[src/sv/tcp_option_finder_defines.svh]
// ----------------------------------------------------------------------------
// tcp_option_finder_defines.svh
// Assertion macros used by the option finder parser.
// ----------------------------------------------------------------------------
`ifndef TCP_OPTION_FINDER_DEFINES_SVH
`define TCP_OPTION_FINDER_DEFINES_SVH

// Same-cycle implication, checked on every rising edge outside reset
`define TOF_ASSERT_NOW(label, ante, cons, msg) \
  label: assert property (@(posedge clk) disable iff (rst) (ante) |-> (cons)) \
    else $error(msg);

// Next-cycle implication, checked on every rising edge outside reset
`define TOF_ASSERT_NEXT(label, ante, cons, msg) \
  label: assert property (@(posedge clk) disable iff (rst) (ante) |=> (cons)) \
    else $error(msg);

`endif

[src/sv/tof_pkg.sv]
// ----------------------------------------------------------------------------
// tof_pkg
// Shared types and constants for the TCP option finder.
// ----------------------------------------------------------------------------
package tof_pkg;

  // Default sizing
  localparam int MAX_OPTION_BYTES = 40;
  localparam int VALUE_BITS       = 64;

  // Option header length (kind + length bytes) and bits per byte
  localparam logic [7:0] HDR_LEN   = 8'd2;
  localparam int         BYTE_BITS = 8;

  // Search result codes
  typedef enum logic [1:0] {
    ST_NONE   = 2'd0,
    ST_NODATA = 2'd1,
    ST_DATA   = 2'd2
  } status_t;

  // One option-area byte with its side information
  typedef struct packed {
    logic [7:0] data_byte;
    logic       first_byte;
    logic       last_byte;
    logic [7:0] wanted_kind;
  } item_t;

endpackage

[src/sv/tof_in_stage.sv]
// ----------------------------------------------------------------------------
// tof_in_stage
// Input register: holds one accepted byte until the parser takes it.
// ----------------------------------------------------------------------------
module tof_in_stage (
  input  logic           clk,
  input  logic           rst,
  input  logic           s_valid,
  output logic           s_ready,
  input  tof_pkg::item_t s_item,
  output logic           item_valid,
  output tof_pkg::item_t item,
  input  logic           item_take
);

  logic load;

  // Free when empty or when the held byte leaves this cycle
  assign s_ready = !item_valid || item_take;
  assign load    = s_valid && s_ready;

  always_ff @(posedge clk) begin
    if (rst) begin
      item_valid <= 1'b0;
    end else begin
      item_valid <= load || (item_valid && !item_take);
    end
    if (load) begin
      item <= s_item;
    end
  end

endmodule

[src/sv/tof_parser.sv]
// ----------------------------------------------------------------------------
// tof_parser
// Kind-length walker over the option area with the result register.
// ----------------------------------------------------------------------------
`include "tcp_option_finder_defines.svh"

module tof_parser #(
  parameter int MAX_OPTION_BYTES = tof_pkg::MAX_OPTION_BYTES,
  parameter int VALUE_BITS       = tof_pkg::VALUE_BITS
) (
  input  logic           clk,
  input  logic           rst,
  input  logic           item_valid,
  input  tof_pkg::item_t item,
  output logic           item_take,
  output logic           res_valid,
  input  logic           res_ready,
  output logic [1:0]     res_status,
  output logic [63:0]    res_value
);

  localparam int OFFSET_W = $clog2(MAX_OPTION_BYTES + 1);

  typedef enum logic [1:0] {
    PH_KIND = 2'd0,
    PH_LEN  = 2'd1,
    PH_DATA = 2'd2,
    PH_DONE = 2'd3
  } phase_t;

  // Walker state
  phase_t               phase;
  logic [OFFSET_W-1:0]  area_offset;
  logic                 kind_hit;
  logic [7:0]           bytes_left;
  logic [7:0]           target_kind;
  logic [VALUE_BITS-1:0] value_accum;
  tof_pkg::status_t     search_status;

  // Next values
  phase_t               phase_next;
  logic [OFFSET_W-1:0]  area_offset_next;
  logic                 kind_hit_next;
  logic [7:0]           bytes_left_next;
  logic [7:0]           target_kind_next;
  logic [VALUE_BITS-1:0] value_accum_next;
  tof_pkg::status_t     search_status_next;

  logic [VALUE_BITS+7:0] shifted;
  logic [7:0]            b;
  logic                  out_free;

  assign b         = item.data_byte;
  assign out_free  = !res_valid || res_ready;
  // A last byte needs room in the result register
  assign item_take = item_valid && (!item.last_byte || out_free);

  // Per-byte update: restart on a first byte, then one step of the walk
  always_comb begin
    if (item.first_byte) begin
      phase_next         = PH_KIND;
      area_offset_next   = '0;
      kind_hit_next      = 1'b0;
      bytes_left_next    = '0;
      value_accum_next   = '0;
      search_status_next = tof_pkg::ST_NONE;
      target_kind_next   = item.wanted_kind;
    end else begin
      phase_next         = phase;
      area_offset_next   = area_offset;
      kind_hit_next      = kind_hit;
      bytes_left_next    = bytes_left;
      value_accum_next   = value_accum;
      search_status_next = search_status;
      target_kind_next   = target_kind;
    end

    shifted = {value_accum_next, b};

    if (area_offset_next >= OFFSET_W'(MAX_OPTION_BYTES)) begin
      // past the option area: an open option never fits
      if (phase_next != PH_DONE && search_status_next == tof_pkg::ST_NONE) begin
        phase_next = PH_DONE;
      end
    end else begin
      case (phase_next)
        PH_KIND: begin
          if (b > 8'd1) begin
            kind_hit_next = (b == target_kind_next) && (target_kind_next > 8'd1);
            phase_next    = PH_LEN;
          end
        end
        PH_LEN: begin
          if (b < tof_pkg::HDR_LEN) begin
            // bad length reads as a no-op byte
            kind_hit_next = 1'b0;
            phase_next    = PH_KIND;
          end else if (kind_hit_next && b == tof_pkg::HDR_LEN) begin
            search_status_next = tof_pkg::ST_NODATA;
            phase_next         = PH_DONE;
          end else begin
            bytes_left_next  = b - tof_pkg::HDR_LEN;
            value_accum_next = '0;
            phase_next       = (b == tof_pkg::HDR_LEN) ? PH_KIND : PH_DATA;
          end
        end
        PH_DATA: begin
          if (kind_hit_next) begin
            value_accum_next = shifted[VALUE_BITS-1:0];
          end
          bytes_left_next = bytes_left_next - 8'd1;
          if (bytes_left_next == 8'd0) begin
            if (kind_hit_next) begin
              search_status_next = tof_pkg::ST_DATA;
              phase_next         = PH_DONE;
            end else begin
              phase_next = PH_KIND;
            end
          end
        end
        default: begin
        end
      endcase
      area_offset_next = area_offset_next + 1'b1;
    end
  end

  // State and result register
  always_ff @(posedge clk) begin
    if (rst) begin
      phase         <= PH_KIND;
      area_offset   <= '0;
      kind_hit      <= 1'b0;
      bytes_left    <= '0;
      target_kind   <= '0;
      value_accum   <= '0;
      search_status <= tof_pkg::ST_NONE;
      res_valid     <= 1'b0;
    end else begin
      // A result is loaded by a last byte and held until it is taken
      res_valid <= (item_take && item.last_byte) || (res_valid && !res_ready);
      if (item_take) begin
        target_kind <= target_kind_next;
        if (item.last_byte) begin
          phase         <= PH_KIND;
          area_offset   <= '0;
          kind_hit      <= 1'b0;
          bytes_left    <= '0;
          value_accum   <= '0;
          search_status <= tof_pkg::ST_NONE;
        end else begin
          phase         <= phase_next;
          area_offset   <= area_offset_next;
          kind_hit      <= kind_hit_next;
          bytes_left    <= bytes_left_next;
          value_accum   <= value_accum_next;
          search_status <= search_status_next;
        end
      end
    end
    if (item_take && item.last_byte) begin
      res_status <= search_status_next;
      res_value  <= (search_status_next == tof_pkg::ST_DATA) ? 64'(value_accum_next) : '0;
    end
  end

  // Checks
  `TOF_ASSERT_NOW(a_status_done, search_status != tof_pkg::ST_NONE, phase == PH_DONE, "status set while walk still open")
  `TOF_ASSERT_NOW(a_hit_kind, kind_hit, target_kind > 8'd1, "hit flagged for a one-byte kind")
  `TOF_ASSERT_NOW(a_offset_max, 1'b1, area_offset <= OFFSET_W'(MAX_OPTION_BYTES), "area offset past limit")
  `TOF_ASSERT_NEXT(a_last_result, item_take && item.last_byte, res_valid, "last byte gave no result")
  `TOF_ASSERT_NOW(a_value_zero, res_valid && res_status != tof_pkg::ST_DATA, res_value == 64'd0, "value without data status")

endmodule

[src/sv/tcp_option_finder.sv]
// ----------------------------------------------------------------------------
// tcp_option_finder
// Finds the first TCP option of a wanted kind in a byte stream of the
// option area and reports its status and big-endian data value.
//
//   Channel   Dir   Handshake                     Contents
//   s_axis    in    s_axis_tvalid/s_axis_tready   one option byte + markers
//   m_axis    out   m_axis_tvalid/m_axis_tready   status and value per area
//
// One byte per cycle while the result register can take a result; a byte
// is registered in the input stage and parsed from there, and a result is
// registered in the cycle after the last byte is parsed, one walk step per byte.
// A last byte waits in the input register while the result register is full.
// rst is synchronous, active high, and returns the walker to a kind byte.
// ----------------------------------------------------------------------------
module tcp_option_finder #(
  parameter int MAX_OPTION_BYTES = tof_pkg::MAX_OPTION_BYTES,
  parameter int VALUE_BITS       = tof_pkg::VALUE_BITS
) (
  input  logic        clk,
  input  logic        rst,
  input  logic        s_axis_tvalid,
  output logic        s_axis_tready,
  input  logic [7:0]  s_axis_tdata,   // [7:0] data_byte
  input  logic        s_axis_tlast,   // last_byte
  input  logic [8:0]  s_axis_tuser,   // [0] first_byte, [8:1] wanted_kind
  output logic        m_axis_tvalid,
  input  logic        m_axis_tready,
  output logic [63:0] m_axis_tdata,   // [63:0] option_value
  output logic [1:0]  m_axis_tuser    // [1:0] find_status
);

  tof_pkg::item_t s_item;
  tof_pkg::item_t item;
  logic           item_valid;
  logic           item_take;

  // Gather the slave-side fields
  always_comb begin
    s_item.data_byte   = s_axis_tdata;
    s_item.first_byte  = s_axis_tuser[0];
    s_item.last_byte   = s_axis_tlast;
    s_item.wanted_kind = s_axis_tuser[8:1];
  end

  tof_in_stage u_in (
    .clk        (clk),
    .rst        (rst),
    .s_valid    (s_axis_tvalid),
    .s_ready    (s_axis_tready),
    .s_item     (s_item),
    .item_valid (item_valid),
    .item       (item),
    .item_take  (item_take)
  );

  tof_parser #(
    .MAX_OPTION_BYTES (MAX_OPTION_BYTES),
    .VALUE_BITS       (VALUE_BITS)
  ) u_parser (
    .clk        (clk),
    .rst        (rst),
    .item_valid (item_valid),
    .item       (item),
    .item_take  (item_take),
    .res_valid  (m_axis_tvalid),
    .res_ready  (m_axis_tready),
    .res_status (m_axis_tuser),
    .res_value  (m_axis_tdata)
  );

endmodule
[config.mk]
export PLATFORM = sky130hd
export DESIGN_NAME = tcp_option_finder
export DESIGN_NICKNAME = d
export VERILOG_FILES = /design/src/sv/tof_pkg.sv /design/src/sv/tof_in_stage.sv /design/src/sv/tof_parser.sv /design/src/sv/tcp_option_finder.sv
export VERILOG_INCLUDE_DIRS = /design/src /design/src/sv
export SDC_FILE = /design/constraint.sdc
export NUM_CORES = 1
export LEC_CHECK = 0
export ABC_CLOCK_PERIOD_IN_PS = 3300
export BUFFER_PORTS_ARGS = -buffer_cell sky130_fd_sc_hd__buf_2
export CAP_MARGIN = 20
export CORE_MARGIN = 4
export CORE_UTILIZATION = 52
export DETAILED_ROUTE_END_ITERATION = 8
export GPL_TIMING_DRIVEN = 0
export PLACE_DENSITY_LB_ADDON = 0.08
export SLEW_MARGIN = 20
export SYNTH_ARGS = -nofsm -noshare
export SYNTH_HDL_FRONTEND = slang
export SYNTH_SLANG_ARGS = --single-unit
[constraint.sdc]
create_clock -name clk -period 3.3 [get_ports clk]
set_input_delay 0.165 -clock clk [delete_from_list [all_inputs] [get_ports clk]]
set_output_delay 0.165 -clock clk [all_outputs]
set_load 0.005 [all_outputs]
# ---- After elaboration in Yosys (flattened, before gate mapping)
# Index checks and enable logic that the tools add are counted.
dict set report word_totals {
  output_inout_bits 68
  ff_bits 177
}
dict set report op_classes {
  magnitude_cmp 4
  n_eq_ne 6
  reduce_logical 21
  addsub 3
  muxes 42
}
# operator n
set op_table {}
lappend op_table {{$mux 64} 6}
lappend op_table {{$pmux 64 s2} 1}
lappend op_table {{$mux 8} 6}
lappend op_table {{$mux 2} 17}
lappend op_table {{$mux 6} 3}
lappend op_table {{$gt 8x1->1 const B} 2}
lappend op_table {{$pmux 8 s2} 1}
lappend op_table {{$eq 8x2->1 const B} 1}
lappend op_table {{$eq 8x8->1} 1}
lappend op_table {{$logic_and 1x1->1} 8}
lappend op_table {{$logic_not 8->1} 1}
lappend op_table {{$lt 8x2->1 const B} 1}
lappend op_table {{$sub 8x1->8 const B} 1}
lappend op_table {{$sub 8x2->8 const B} 1}
lappend op_table {{$add 6x1->6 const B} 1}
lappend op_table {{$ge 6x6->1 const B} 1}
lappend op_table {{$pmux 2 s3} 1}
lappend op_table {{$logic_not 1->1} 5}
lappend op_table {{$logic_or 1x1->1} 5}
lappend op_table {{$mux 1} 5}
lappend op_table {{$eq 2x2->1 const B} 2}
lappend op_table {{$logic_not 2->1} 2}
lappend op_table {{$pmux 2 s2} 1}
lappend op_table {{$eq 2x1->1 const B} 1}
lappend op_table {{other kinds (2)} 2}

# ---- Logic depth before layout (Yosys ltp)
# Gate-level depths: netlist of the first run.
dict set report depth {
  word_depth 7
  ltp_mapped 15
  ltp_nobuf 10
}

# ---- Hierarchy
# A second synthesis of the first run with hierarchy kept.
dict set report hier_totals {
  hier_cells 857
  hier_area_um2 9306.4
}
# module cells_each seq_area_each_um2 n_inst area_per_inst_um2
set modules_own_cells {}
lappend modules_own_cells {tof_parser 834 3823.7 1 8710.9}
lappend modules_own_cells {tof_in_stage 23 560.5 1 595.6}

# ---- Least setup slack after synthesis of the first run
# No wires, ideal clock.
dict set report synth_timing {
  path_kind {flip-flop to flip-flop}
  startpoint {register, netlist name u_in.item[9]}
  endpoint {register u_parser.res_value[10], data pin}
  path_stages_with_launch 14
  arrival_time_ns 2.876
  t_required_ns 3.044
  setup_slack_ns 0.167
  synth_period_minus_slack_ns 3.133
  n_path_buf 6
  path_cell_list {edfxtp_1 clkbuf_2 buf_2 clkbuf_1 nor2_1 ha_1 o21ba_2 buf_2 a41oi_1 a2111oi_4 nand2b_1 buf_4 buf_6 nor2_1}
}
dict set report synth_between {
  elab_chain_len 7
  elab_cells_between_ends 24
  cone_classes {1 x add/sub; 1 x order compare; 3 x eq/ne; 17 x mux; 2 x reduce/logical}
}
# element line_no
set synth_rtl {}
lappend synth_rtl {{$mux 8 / $mux 1 (equally long branches)} tof_parser.sv:60} ;# if (item.first_byte) begin
lappend synth_rtl {{$sub 8x1->8 / $logic_and 1x1->1 (equally long branches)} {tof_parser.sv:111, tof_parser.sv:98}}
lappend synth_rtl {{$logic_not 8->1 / $mux 2 (equally long branches)} {tof_parser.sv:112, tof_parser.sv:98}}
lappend synth_rtl {{$mux 2, on equally long branches} {tof_parser.sv:112, tof_parser.sv:94}}
lappend synth_rtl {{$pmux 2 s2} tof_parser.sv:86} ;# case (phase_next)
lappend synth_rtl {{$mux 2 (*)} tof_parser.sv:80} ;# if (area_offset_next >= OFFSET_W'(MAX_OPTION_BYTES)) begin
lappend synth_rtl {{net u_parser.search_status_next[0]} tof_parser.sv:47} ;# tof_pkg::status_t search_status_next;
lappend synth_rtl {{$eq 2x2->1 (*)} tof_parser.sv:163} ;# res_value <= (search_status_next == tof_pkg::ST_DATA) ? 64'(value_accum_next) : '0;
lappend synth_rtl {{end signal, assigned} tof_parser.sv:163}
lappend synth_rtl {{end, declared} tof_parser.sv:19} ;# output logic [63:0] res_value
# Mark *: on every way through the listed nets, which the timed path passes. The rest lies on a longest branch.
# A chain may end at the register's enable or synchronous reset.

# ---- Worst setup path after layout of the first run
dict set report layout_timing {
  startpoint {register, netlist name u_in.item[9]}
  endpoint {register u_parser.res_value[63], data pin}
}
dict set report layout_between {
  elab_chain_len 7
  elab_cells_between_ends 24
  cone_classes {1 x add/sub; 1 x order compare; 3 x eq/ne; 17 x mux; 2 x reduce/logical}
}
# element line_no
set layout_rtl {}
lappend layout_rtl {{$mux 8 / $mux 1 (equally long branches)} tof_parser.sv:60}
lappend layout_rtl {{$sub 8x1->8 / $logic_and 1x1->1 (equally long branches)} {tof_parser.sv:111, tof_parser.sv:98}}
lappend layout_rtl {{$logic_not 8->1 / $mux 2 (equally long branches)} {tof_parser.sv:112, tof_parser.sv:98}}
lappend layout_rtl {{$mux 2, on equally long branches} {tof_parser.sv:112, tof_parser.sv:94}}
lappend layout_rtl {{$pmux 2 s2} tof_parser.sv:86}
lappend layout_rtl {{$mux 2 (*)} tof_parser.sv:80}
lappend layout_rtl {{net u_parser.search_status_next[0]} tof_parser.sv:47}
lappend layout_rtl {{$eq 2x2->1 (*)} tof_parser.sv:163}
# Marks and branches as above.

==> results of run 1 <==
worst reg2reg max path, delay by kind of cell (launching register included):
family / cells / cell delay, ns
AO/OA/AOI/OAI: 1 / 0.38
XOR/XNOR: 1 / 0.14
adder cells (fa/ha/maj): 1 / 0.25
buffers and inverters: 6 / 1.15
flip-flops: 1 / 0.35
AND/OR/NAND/NOR: 5 / 0.62
power groups by stage:
stage,sequential (W),clock [W],combinational (W)
final,0.00233,0.00192,0.000217
after global placement,0.00238,0,0.000188
after global routing,0.00233,0.00204,0.000238
after floorplan,0.00238,0,0.000128
after detailed placement,0.00238,0,0.000197
after CTS,0.00233,0.00194,0.000214
worst paths after layout:
kind                                                end  slack, ns  depth (start not counted)
worst min-delay path                    u_in.item_valid       0.02                          3
worst max register to register   u_parser.res_value[63]       0.17                         14
worst max-delay path             u_parser.res_value[63]       0.17                         14
worst min register to register  u_parser.target_kind[0]       0.46                          2
registers in the layout, summed over array words and instances, names as in the netlist:
signal	count
u_in.item	18
u_parser.res_status	2
u_parser.area_offset	6
u_parser.phase	2
u_parser.res_valid	1
u_parser.value_accum	64
u_parser.kind_hit	1
u_parser.bytes_left	8
u_parser.res_value	64
u_parser.search_status	2
u_parser.target_kind	8
u_in.item_valid	1
final cells by class:
class	instances	area, um2
buffer	53	291.5
clock buffer	22	454.2
clock inverter	10	103.9
fill	1132	4955
inverter	14	55.05
multi-input combinational	441	2945
sequential	177	4384
tap	180	225.2
timing repair buffer	111	681.9
repair_timing:
action,CTS,global route
pin swaps,1,1
resized for setup,7,19
setup endpoints to repair,131,114
hold endpoints to repair,18,0
setup buffers,2,1
hold buffers,18,0
per-stage QoR:
step,total power (W),hold slack [ns],setup WS [ns]
2_1_floorplan,0.002505,0.2639,0.1673
4_1_cts,0.004488,0.01116,0.001962
6_report,0.004468,0.01909,0.1653
3_5_place_dp,0.002577,0.3431,-0.5522
5_1_grt,0.004611,0.03933,0.01340
3_3_place_gp,0.002570,0.3412,-0.6164
routing by layer:
layer  vias to the layer above  part of all wire, %  global-route usage (%)
li1                       2860                    -                       -
met1                      2892                   43                   30.63
met2                       231                   49                   37.47
met3                        31                  6.1                   4.946
met4                         0                  1.9                   6.918
met5                         -                    0                       0
cell families after synthesis:
family          share of synthesized area [%]
compound gates                          21.90
xor+xnor                                1.722
fa+ha+maj                               1.640
buf+inv                                 4.265
flops                                   57.48
mux                                     1.181
simple gates                            11.81
placed cells by master (no fill, tap or decap), types with 18 or more instances in the layout:
cell type,netlist,routed
buf_2,13,100
dlygate4sd3_1,0,18
nor2_1,87,86
a21oi_1,24,24
edfxtp_1,84,84
nand2_1,36,36
dfxtp_1,93,93
clkbuf_1,31,26
a22o_1,69,69
a22oi_1,67,67
==> impl_metrics.tcl, run 1 <==
set metrics [dict create \
    htree_levels 4 \
    synth_area_leaders "edfxtp_1 33%, dfxtp_1 24%, a22o_1 7.9%" \
    synth.avg_cell_area_um2 11.12 \
    cts_tree "done" \
    clkPwrFrac_pct 42.9 \
    yosys_warnings 0 \
    antenna_found_initial 0 \
    drc 0 \
    viasPerCell 5.966 \
    finalSetupTns_ns 0 \
    maxSlewViolCount 0 \
    worst_setup_path_start_kind "flop" \
    p_seq_share_pct 52.2 \
    utilization_pct 64.85 \
    synth-async-reset-ratio_pct 0 \
    synth_seq_area_share_pct 57.48 \
    internal_power_w 0.003463 \
    worst_path_largest_cell_delay_ns 0.37 \
    finalNonFillerCells 1008 \
    nets 847 \
    worstPathRequired_ns 3.48 \
    critPathKind "reg2reg" \
    clk_latency_ns 0.43 \
    yosys-top-cells-count "93 x dfxtp_1, 87 x nor2_1, 84 x edfxtp_1" \
    finalCriticalPeriod_ns 3.135 \
    io_buffer_count 88 \
    maxCapViolations 0 \
    finalSetupViolCount 0 \
    path_max_fanout 10 \
    syn_to_final_growth_pct 19.85 \
    min_from "s_axis_tvalid" \
    power.net_switching_w 0.001005 \
    power.leakage_nw 3.483 \
    postSynthCellCount 686 \
    crit_path_top_delay_cell "a2111oi_4" \
    synth_top_area_share_pct 33.07 \
    drive_above_1_share_pct 20.17 \
    postRouteAntennaNets 0 \
    cts_sinks 177 \
    cp_top_family "buffers and inverters" \
    drt_pass1_iterations 5 \
    place.gp.congestion 0.8788 \
    yosys.cell_count.top_type "dfxtp_1" \
    grt_max_degree 59 \
    synth_area_um2 7627 \
    die-area_um2 16670 \
    clkTransAtPathRegs_ns 0.07 \
    die_h_um 129.1 \
    num_vias 6014 \
    synth_edf_count 84 \
    grtUsageTotal_pct 22.85 \
    overflow 0 \
    synth.distinct_cells 59 \
    grt_pass1_wl_mm 29.61 \
    clock_skew_ns 0.008148 \
    hold_violations 0 \
    wl_per_cell_um 18.66 \
    clockRootBuffer "clkbuf_16" \
    wl_mm 18.81 \
    maxSlewHeadroom_pct 52.28 \
    initial_utilization_pct 54.11 \
    core_area_um2 14100 \
    grt_setup_unrepaired "false" \
    rr_startpoint "u_in.item[9]" \
    power.density_nw_per_um2 488.8 \
    final.period_utilization_pct 94.99 \
    crit_buf_inv 6 \
    first_iter_violations 544 \
    synth_seq_cells 177 \
    end_kind "flop" \
    final_cell_area_um2 9141 \
    ios 90 \
    synthFlopType "dfxtp_1" \
    cts_buffer_depth 2 \
    hpwl_mm 13.13 \
    dpl.cell_count 956 \
    cts_buffers 17 \
    grt_pass1_vias 5769 \
    cp.arrival_ns 3.32 \
    fmax_mhz 319.0 \
    dpl_cell_area_um2 8343 \
    die_x_um 129.1 \
    startpoint "u_in.item[9]" \
    swShare_pct 22.49 \
    tightest_slew_ns 0.7132 \
    rows 43 \
    hp-class "in2reg" \
    crit_chain "clkbuf_2 -> inv_4 -> buf_4 -> nand2_1 -> ha_2 -> xnor2_1 -> nand4b_1 -> nor4_4 -> buf_4 -> a2111oi_4 -> nand2b_1 -> buf_6 -> buf_6 -> nor2_1" \
    yosys.area.top_type "edfxtp_1" \
    diodes 0 \
    peakVddDrop_mv 0.3693 \
    status "finished clean" \
    power_frac_comb_pct 4.9 \
    syn_nets 718 \
]
(Power assumes the default switching activity.)
==> run 2: changes to the inputs <==
--- a/config.mk
+++ b/config.mk
@@ -10,6 +10,8 @@
 export BUFFER_PORTS_ARGS = -buffer_cell sky130_fd_sc_hd__buf_2
 export CAP_MARGIN = 20
+export CELL_PAD_IN_SITES_DETAIL_PLACEMENT = 0
+export CELL_PAD_IN_SITES_GLOBAL_PLACEMENT = 1
 export CORE_MARGIN = 4
-export CORE_UTILIZATION = 52
+export CORE_UTILIZATION = 42
 export DETAILED_ROUTE_END_ITERATION = 8
 export GPL_TIMING_DRIVEN = 0
==> constraint.sdc (replaced) <==
create_clock -name clk -period 3.3 [get_ports clk]
set_input_delay 0.165 -clock clk [delete_from_list [all_inputs] [get_ports clk]]
set_output_delay 0.165 -clock clk [all_outputs]
set_load 0.05 [all_outputs]
==> run 2 against run 1 <==
Clock skew barely moved. Global-route usage is 3.5 points lower. Worst hold slack got worse by 0.0088 ns. Sequential power is essentially flat. Sequential share of layout area down 0.77 points. First-iteration DRC count shrank 13%. Largest cell class unchanged. Count of clock-buffer cells in the layout down 2. Power is 3.5% higher. Worst setup slack worse by 0.031 ns. Critical path depth decreased by 2. Highest routed layer unchanged. Clock power rose by 7%.
==> impl_metrics.tcl, run 2 (synthesized netlist as in run 1, its figures left out) <==
set metrics [dict create \
    status "finished clean" \
    internal_power_w 0.003572 \
    io_buffer_count 88 \
    postRouteAntennaNets 0 \
    power.density_nw_per_um2 497.7 \
    clk_latency_ns 0.43 \
    maxSlewHeadroom_pct 57.19 \
    critPathKind "reg2reg" \
    cts_tree "done" \
    die_h_um 142.8 \
    worstPathRequired_ns 3.46 \
    drc 0 \
    power_frac_comb_pct 5.2 \
    power.net_switching_w 0.001052 \
    cts_sinks 177 \
    ios 90 \
    clockRootBuffer "clkbuf_16" \
    largestRegisters "u_parser.res_value: 64 flops, u_parser.value_accum: 64 flops, u_in.item: 18 flops" \
    nets 851 \
    dpl_cell_area_um2 8404 \
    num_vias 5936 \
    worst_setup_path_start_kind "flop" \
    final.period_utilization_pct 95.94 \
    final_cell_area_um2 9290 \
    utilization_pct 51.89 \
    clkTransAtPathRegs_ns 0.07 \
    tightest_slew_ns 0.6398 \
    fmax_mhz 315.9 \
    p_seq_share_pct 50.4 \
    clock_skew_ns 0.008122 \
    path_max_fanout 19 \
    swShare_pct 22.75 \
    cts_buffer_depth 2 \
    core_area_um2 17900 \
    end_kind "flop" \
    setup_ws_ns 0.1341 \
    worst_path_largest_cell_delay_ns 0.38 \
    wl_mm 19.39 \
    hp-class "in2reg" \
    hold_violations 0 \
    clkPwrFrac_pct 44.4 \
    grtUsageTotal_pct 19.39 \
    wl_per_cell_um 18.28 \
    die_x_um 142.8 \
    crit_chain "buf_2 -> buf_8 -> nor2_4 -> ha_1 -> o21ba_2 -> buf_2 -> a41oi_1 -> a2111oi_4 -> nand2b_1 -> buf_6 -> buf_6 -> nor2_1" \
    cp.arrival_ns 3.33 \
    grt_pass1_vias 5761 \
    finalSetupTns_ns 0 \
    cts_buffers 17 \
    finalCriticalPeriod_ns 3.166 \
    drive_above_1_share_pct 20.91 \
    initial_utilization_pct 42.61 \
    crit_buf_inv 5 \
    viasPerCell 5.595 \
    final_common_cell "buf_2" \
    peakVddDrop_mv 0.3475 \
    dpl_worst_slack_ns -0.7386 \
    place.gp.congestion 0.8560 \
    first_iter_violations 473 \
    maxSlewViolCount 0 \
    layout_common_cells "101 x buf_2, 93 x dfxtp_1, 86 x nor2_1" \
    diodes 0 \
    htree_levels 4 \
    syn_to_final_growth_pct 21.80 \
    cp_top_family "buffers and inverters" \
    hpwl_mm 13.64 \
    grt_pass1_wl_mm 30.88 \
    finalSetupViolCount 0 \
    crit_path_top_delay_cell "a2111oi_4" \
    maxCapViolations 0 \
    die-area_um2 20380 \
    rows 49 \
    overflow 0 \
    drt_pass1_iterations 8 \
    antenna_found_initial 0 \
    grt_max_degree 55 \
    power.leakage_nw 3.541 \
]
## run 2: tightest hold or removal path, cell delays in order
cell and delay (ns):
buf_2 0.07, inv_1 0.05, a21oi_1 0.11
## run 2: routing by layer
metal | vias up | global-route usage (%) | share of wire, %
met1 | 2868 | 25.99 | 45
met5 | - | 0 | 0
met4 | 0 | 6.753 | 1.5
li1 | 2867 | - | -
met3 | 22 | 3.182 | 5.1
met2 | 179 | 32.00 | 48
## run 2: repair_timing
action                                 4_1_cts  5_1_grt
resized for setup                           11       17
pin swaps                                    2        2
buffers inserted                             2        5
hold buffers                                18        0
setup endpoints to repair                  139      122
gates cloned                                 0        0
endpoints found under the hold margin       18        0
## run 2: cell type report
cell class / instances / area, um2
Buffer: 53 / 304.0
Clock buffer: 20 / 456.7
Clock inverter: 12 / 150.1
Fill cell: 1617 / 8612
Inverter: 14 / 57.56
Multi-Input combinational cell: 441 / 2939
Sequential cell: 177 / 4384
Tap cell: 229 / 286.5
Timing Repair Buffer: 115 / 711.9
## run 2: power by group through the flow
stage	clock [W]	combinational (W)	sequential [W]
floorplan	0	0.000128	0.00239
global placement	0	0.000211	0.00238
detailed placement	0	0.000220	0.00238
CTS	0.00209	0.000239	0.00233
global route	0.00217	0.000263	0.00233
finish	0.00205	0.000241	0.00233
## run 2: per-stage QoR
| step | power (W) | instances | hold slack (ns) |
|---|---|---|---|
| floorplan | 0.002523 | 686 | 0.2639 |
| global placement | 0.002593 | 1003 | 0.3411 |
| detailed placement | 0.002600 | 1005 | 0.3431 |
| CTS | 0.004661 | 1056 | 0.001644 |
| global route | 0.004767 | 1061 | 0.02618 |
| finish | 0.004624 | 1061 | 0.01033 |
## run 2: worst paths after layout
kind / startpoint / endpoint / slack [ns] / cells past startpoint
min: s_axis_tvalid / u_in.item_valid / 0.01 / 3
min reg2reg: u_parser.target_kind[0] / u_parser.target_kind[0] / 0.45 / 2
max reg2reg: u_in.item[9] / u_parser.res_value[2] / 0.13 / 12
max: u_in.item[9] / u_parser.res_value[2] / 0.13 / 12
==> run 3: changes to the inputs <==
HOLD_SLACK_MARGIN = 0.03   (was default)
==> run 3 against run 2 <==
Sequential share of layout area shrank 0.051 points. Global-route usage is essentially flat. Sequential power hardly changed. Fmax rose by 0.12%. Critical endpoint unchanged. Utilization grew 0.056 points.
==> impl_metrics.tcl, run 3 (synthesized netlist as in run 1, its figures left out) <==
set metrics [dict create \
    ios 90 \
    die-area_um2 20380 \
    power.net_switching_w 0.001049 \
    grtUsageTotal_pct 19.41 \
    internal_power_w 0.003573 \
    die_x_um 142.8 \
    cp.arrival_ns 3.32 \
    first_iter_violations 506 \
    diodes 0 \
    clkTransAtPathRegs_ns 0.07 \
    swShare_pct 22.69 \
    ff_latch_area_um2 4384 \
    status "finished clean" \
    overflow 0 \
    viasPerCell 5.617 \
    layout_common_cells "101 x buf_2, 93 x dfxtp_1, 86 x nor2_1" \
    cts_buffers 17 \
    cts_buffer_depth 2 \
    fill_cells 1616 \
    maxCapViolations 0 \
    critPathKind "reg2reg" \
    hpwl_mm 13.64 \
    cp-endpoint "u_parser.res_value[2]" \
    die_h_um 142.8 \
    finalCriticalPeriod_ns 3.162 \
    cts_tree "done" \
    peakVddDrop_mv 0.3446 \
    largestRegisters "u_parser.res_value: 64 flops, u_parser.value_accum: 64 flops, u_in.item: 18 flops" \
    nets 852 \
    hold_violations 0 \
    hp-class "in2reg" \
    finalSetupViolCount 0 \
    grt_max_degree 55 \
    final.period_utilization_pct 95.82 \
    antenna_found_initial 0 \
    r2r_cells 12 \
    postRouteAntennaNets 0 \
    clock_skew_ns 0.008188 \
    wl_mm 19.43 \
    core_area_um2 17900 \
    rows 49 \
    drt_pass1_iterations 5 \
    maxSlewHeadroom_pct 56.30 \
    final_common_cell "buf_2" \
    path_max_fanout 19 \
    htree_levels 4 \
    grt_pass1_vias 5766 \
    fmax_mhz 316.2 \
    timing.hold.ws_ns 0.1151 \
    r2r_end "u_parser.res_value[2]" \
    multi_input_area_um2 2939 \
    startpoint "u_in.item[9]" \
    initial_utilization_pct 42.61 \
    grt_pass1_wl_mm 30.91 \
    tightest_slew_ns 0.6531 \
    drive_above_1_share_pct 20.89 \
    cts_sinks 177 \
    clockRootBuffer "clkbuf_16" \
    clkPwrFrac_pct 44.3 \
    end_kind "flop" \
    power_frac_comb_pct 5.2 \
    place.gp.congestion 0.8560 \
    r2r_setup_slack_ns 0.14 \
    power.density_nw_per_um2 496.9 \
    finalSetupTns_ns 0 \
    worst_setup_path_start_kind "flop" \
    maxSlewViolCount 0 \
    num_vias 5965 \
    p_seq_share_pct 50.4 \
    power.leakage_nw 3.545 \
    clk_latency_ns 0.42 \
    worstPathRequired_ns 3.46 \
    io_buffer_count 88 \
    drc 0 \
    wl_per_cell_um 18.29 \
    rr_startpoint "u_in.item[9]" \
    syn_to_final_growth_pct 21.93 \
]
## run 3: cell types whose count changed in the layout (fill, tap and decap cells not counted), sizes merged
cell	previous run	this run
dlygate4sd3	18	19
## run 3: worst min path at each step
stage / start / endpoint / slack [ns] / depth (start not counted)
CTS: m_axis_tready / u_parser.res_valid / 0.1 / 4
global placement: s_axis_tuser[6] / u_in.item[5] / 0.34 / 1
detailed placement: s_axis_tdata[0] / u_in.item[10] / 0.34 / 1
finish: m_axis_tready / u_in.item_valid / 0.12 / 4
global route: m_axis_tready / u_in.item_valid / 0.13 / 4
floorplan: s_axis_tuser[1] / u_in.item[0] / 0.26 / 0
## run 3: area by class of cell
type	instances	area share, %
Clock buffer	20	4.911
Tap cell	229	3.081
Sequential cell	177	47.14
Buffer	53	3.269
Inverter	14	0.6189
Timing Repair Buffer	116	7.763
Multi-Input combinational cell	441	31.60
Clock inverter	12	1.614
## run 3: power by group through the flow
stage          clock (W)  sequential, W  combinational, W
2_1_floorplan          0        0.00239          0.000128
3_3_place_gp           0        0.00238          0.000211
3_5_place_dp           0        0.00238          0.000220
4_1_cts          0.00209        0.00233          0.000240
5_1_grt          0.00217        0.00233          0.000264
6_report         0.00205        0.00233          0.000242
## run 3: what timing repair did
| action | CTS | global route |
|---|---|---|
| endpoints found under the hold margin | 19 | 0 |
| hold buffers | 19 | 0 |
| setup buffers | 2 | 5 |
| endpoints found under the setup margin | 139 | 122 |
| gates resized for setup | 11 | 17 |
| pin swaps | 2 | 2 |
## run 3: per-layer routing
layer | wire length (um) | vias to the layer above | track usage [%]
li1 | - | 2871 | -
met1 | 8833 | 2893 | 26.01
met2 | 9354 | 178 | 32.05
met3 | 948 | 23 | 3.182
met4 | 291 | 0 | 6.753
met5 | 0 | - | 0
## run 3: metrics by stage
step | setup WS (ns) | instances | area [um2] | util (%) | total power (W)
after CTS | 0.004032 | 1057 | 9243 | 51.63 | 0.004662
after floorplan | 0.1673 | 686 | 7627 | - | 0.002523
after global routing | -0.005192 | 1062 | 9300 | 51.95 | 0.004768
after global placement | -0.7313 | 1003 | 8354 | 46.67 | 0.002593
after detailed placement | -0.7386 | 1005 | 8404 | 46.95 | 0.002600
final | 0.1378 | 1062 | 9300 | 51.95 | 0.004622
## run 3: worst max-delay path, cell delays in order (launching register included)
cell,delay (ns)
edfxtp_1,0.36
buf_2,0.22
buf_8,0.21
nor2_4,0.20
ha_1,0.27
o21ba_2,0.22
buf_2,0.21
a41oi_1,0.20
a2111oi_4,0.38
nand2b_1,0.17
buf_6,0.19
buf_6,0.17
nor2_1,0.07
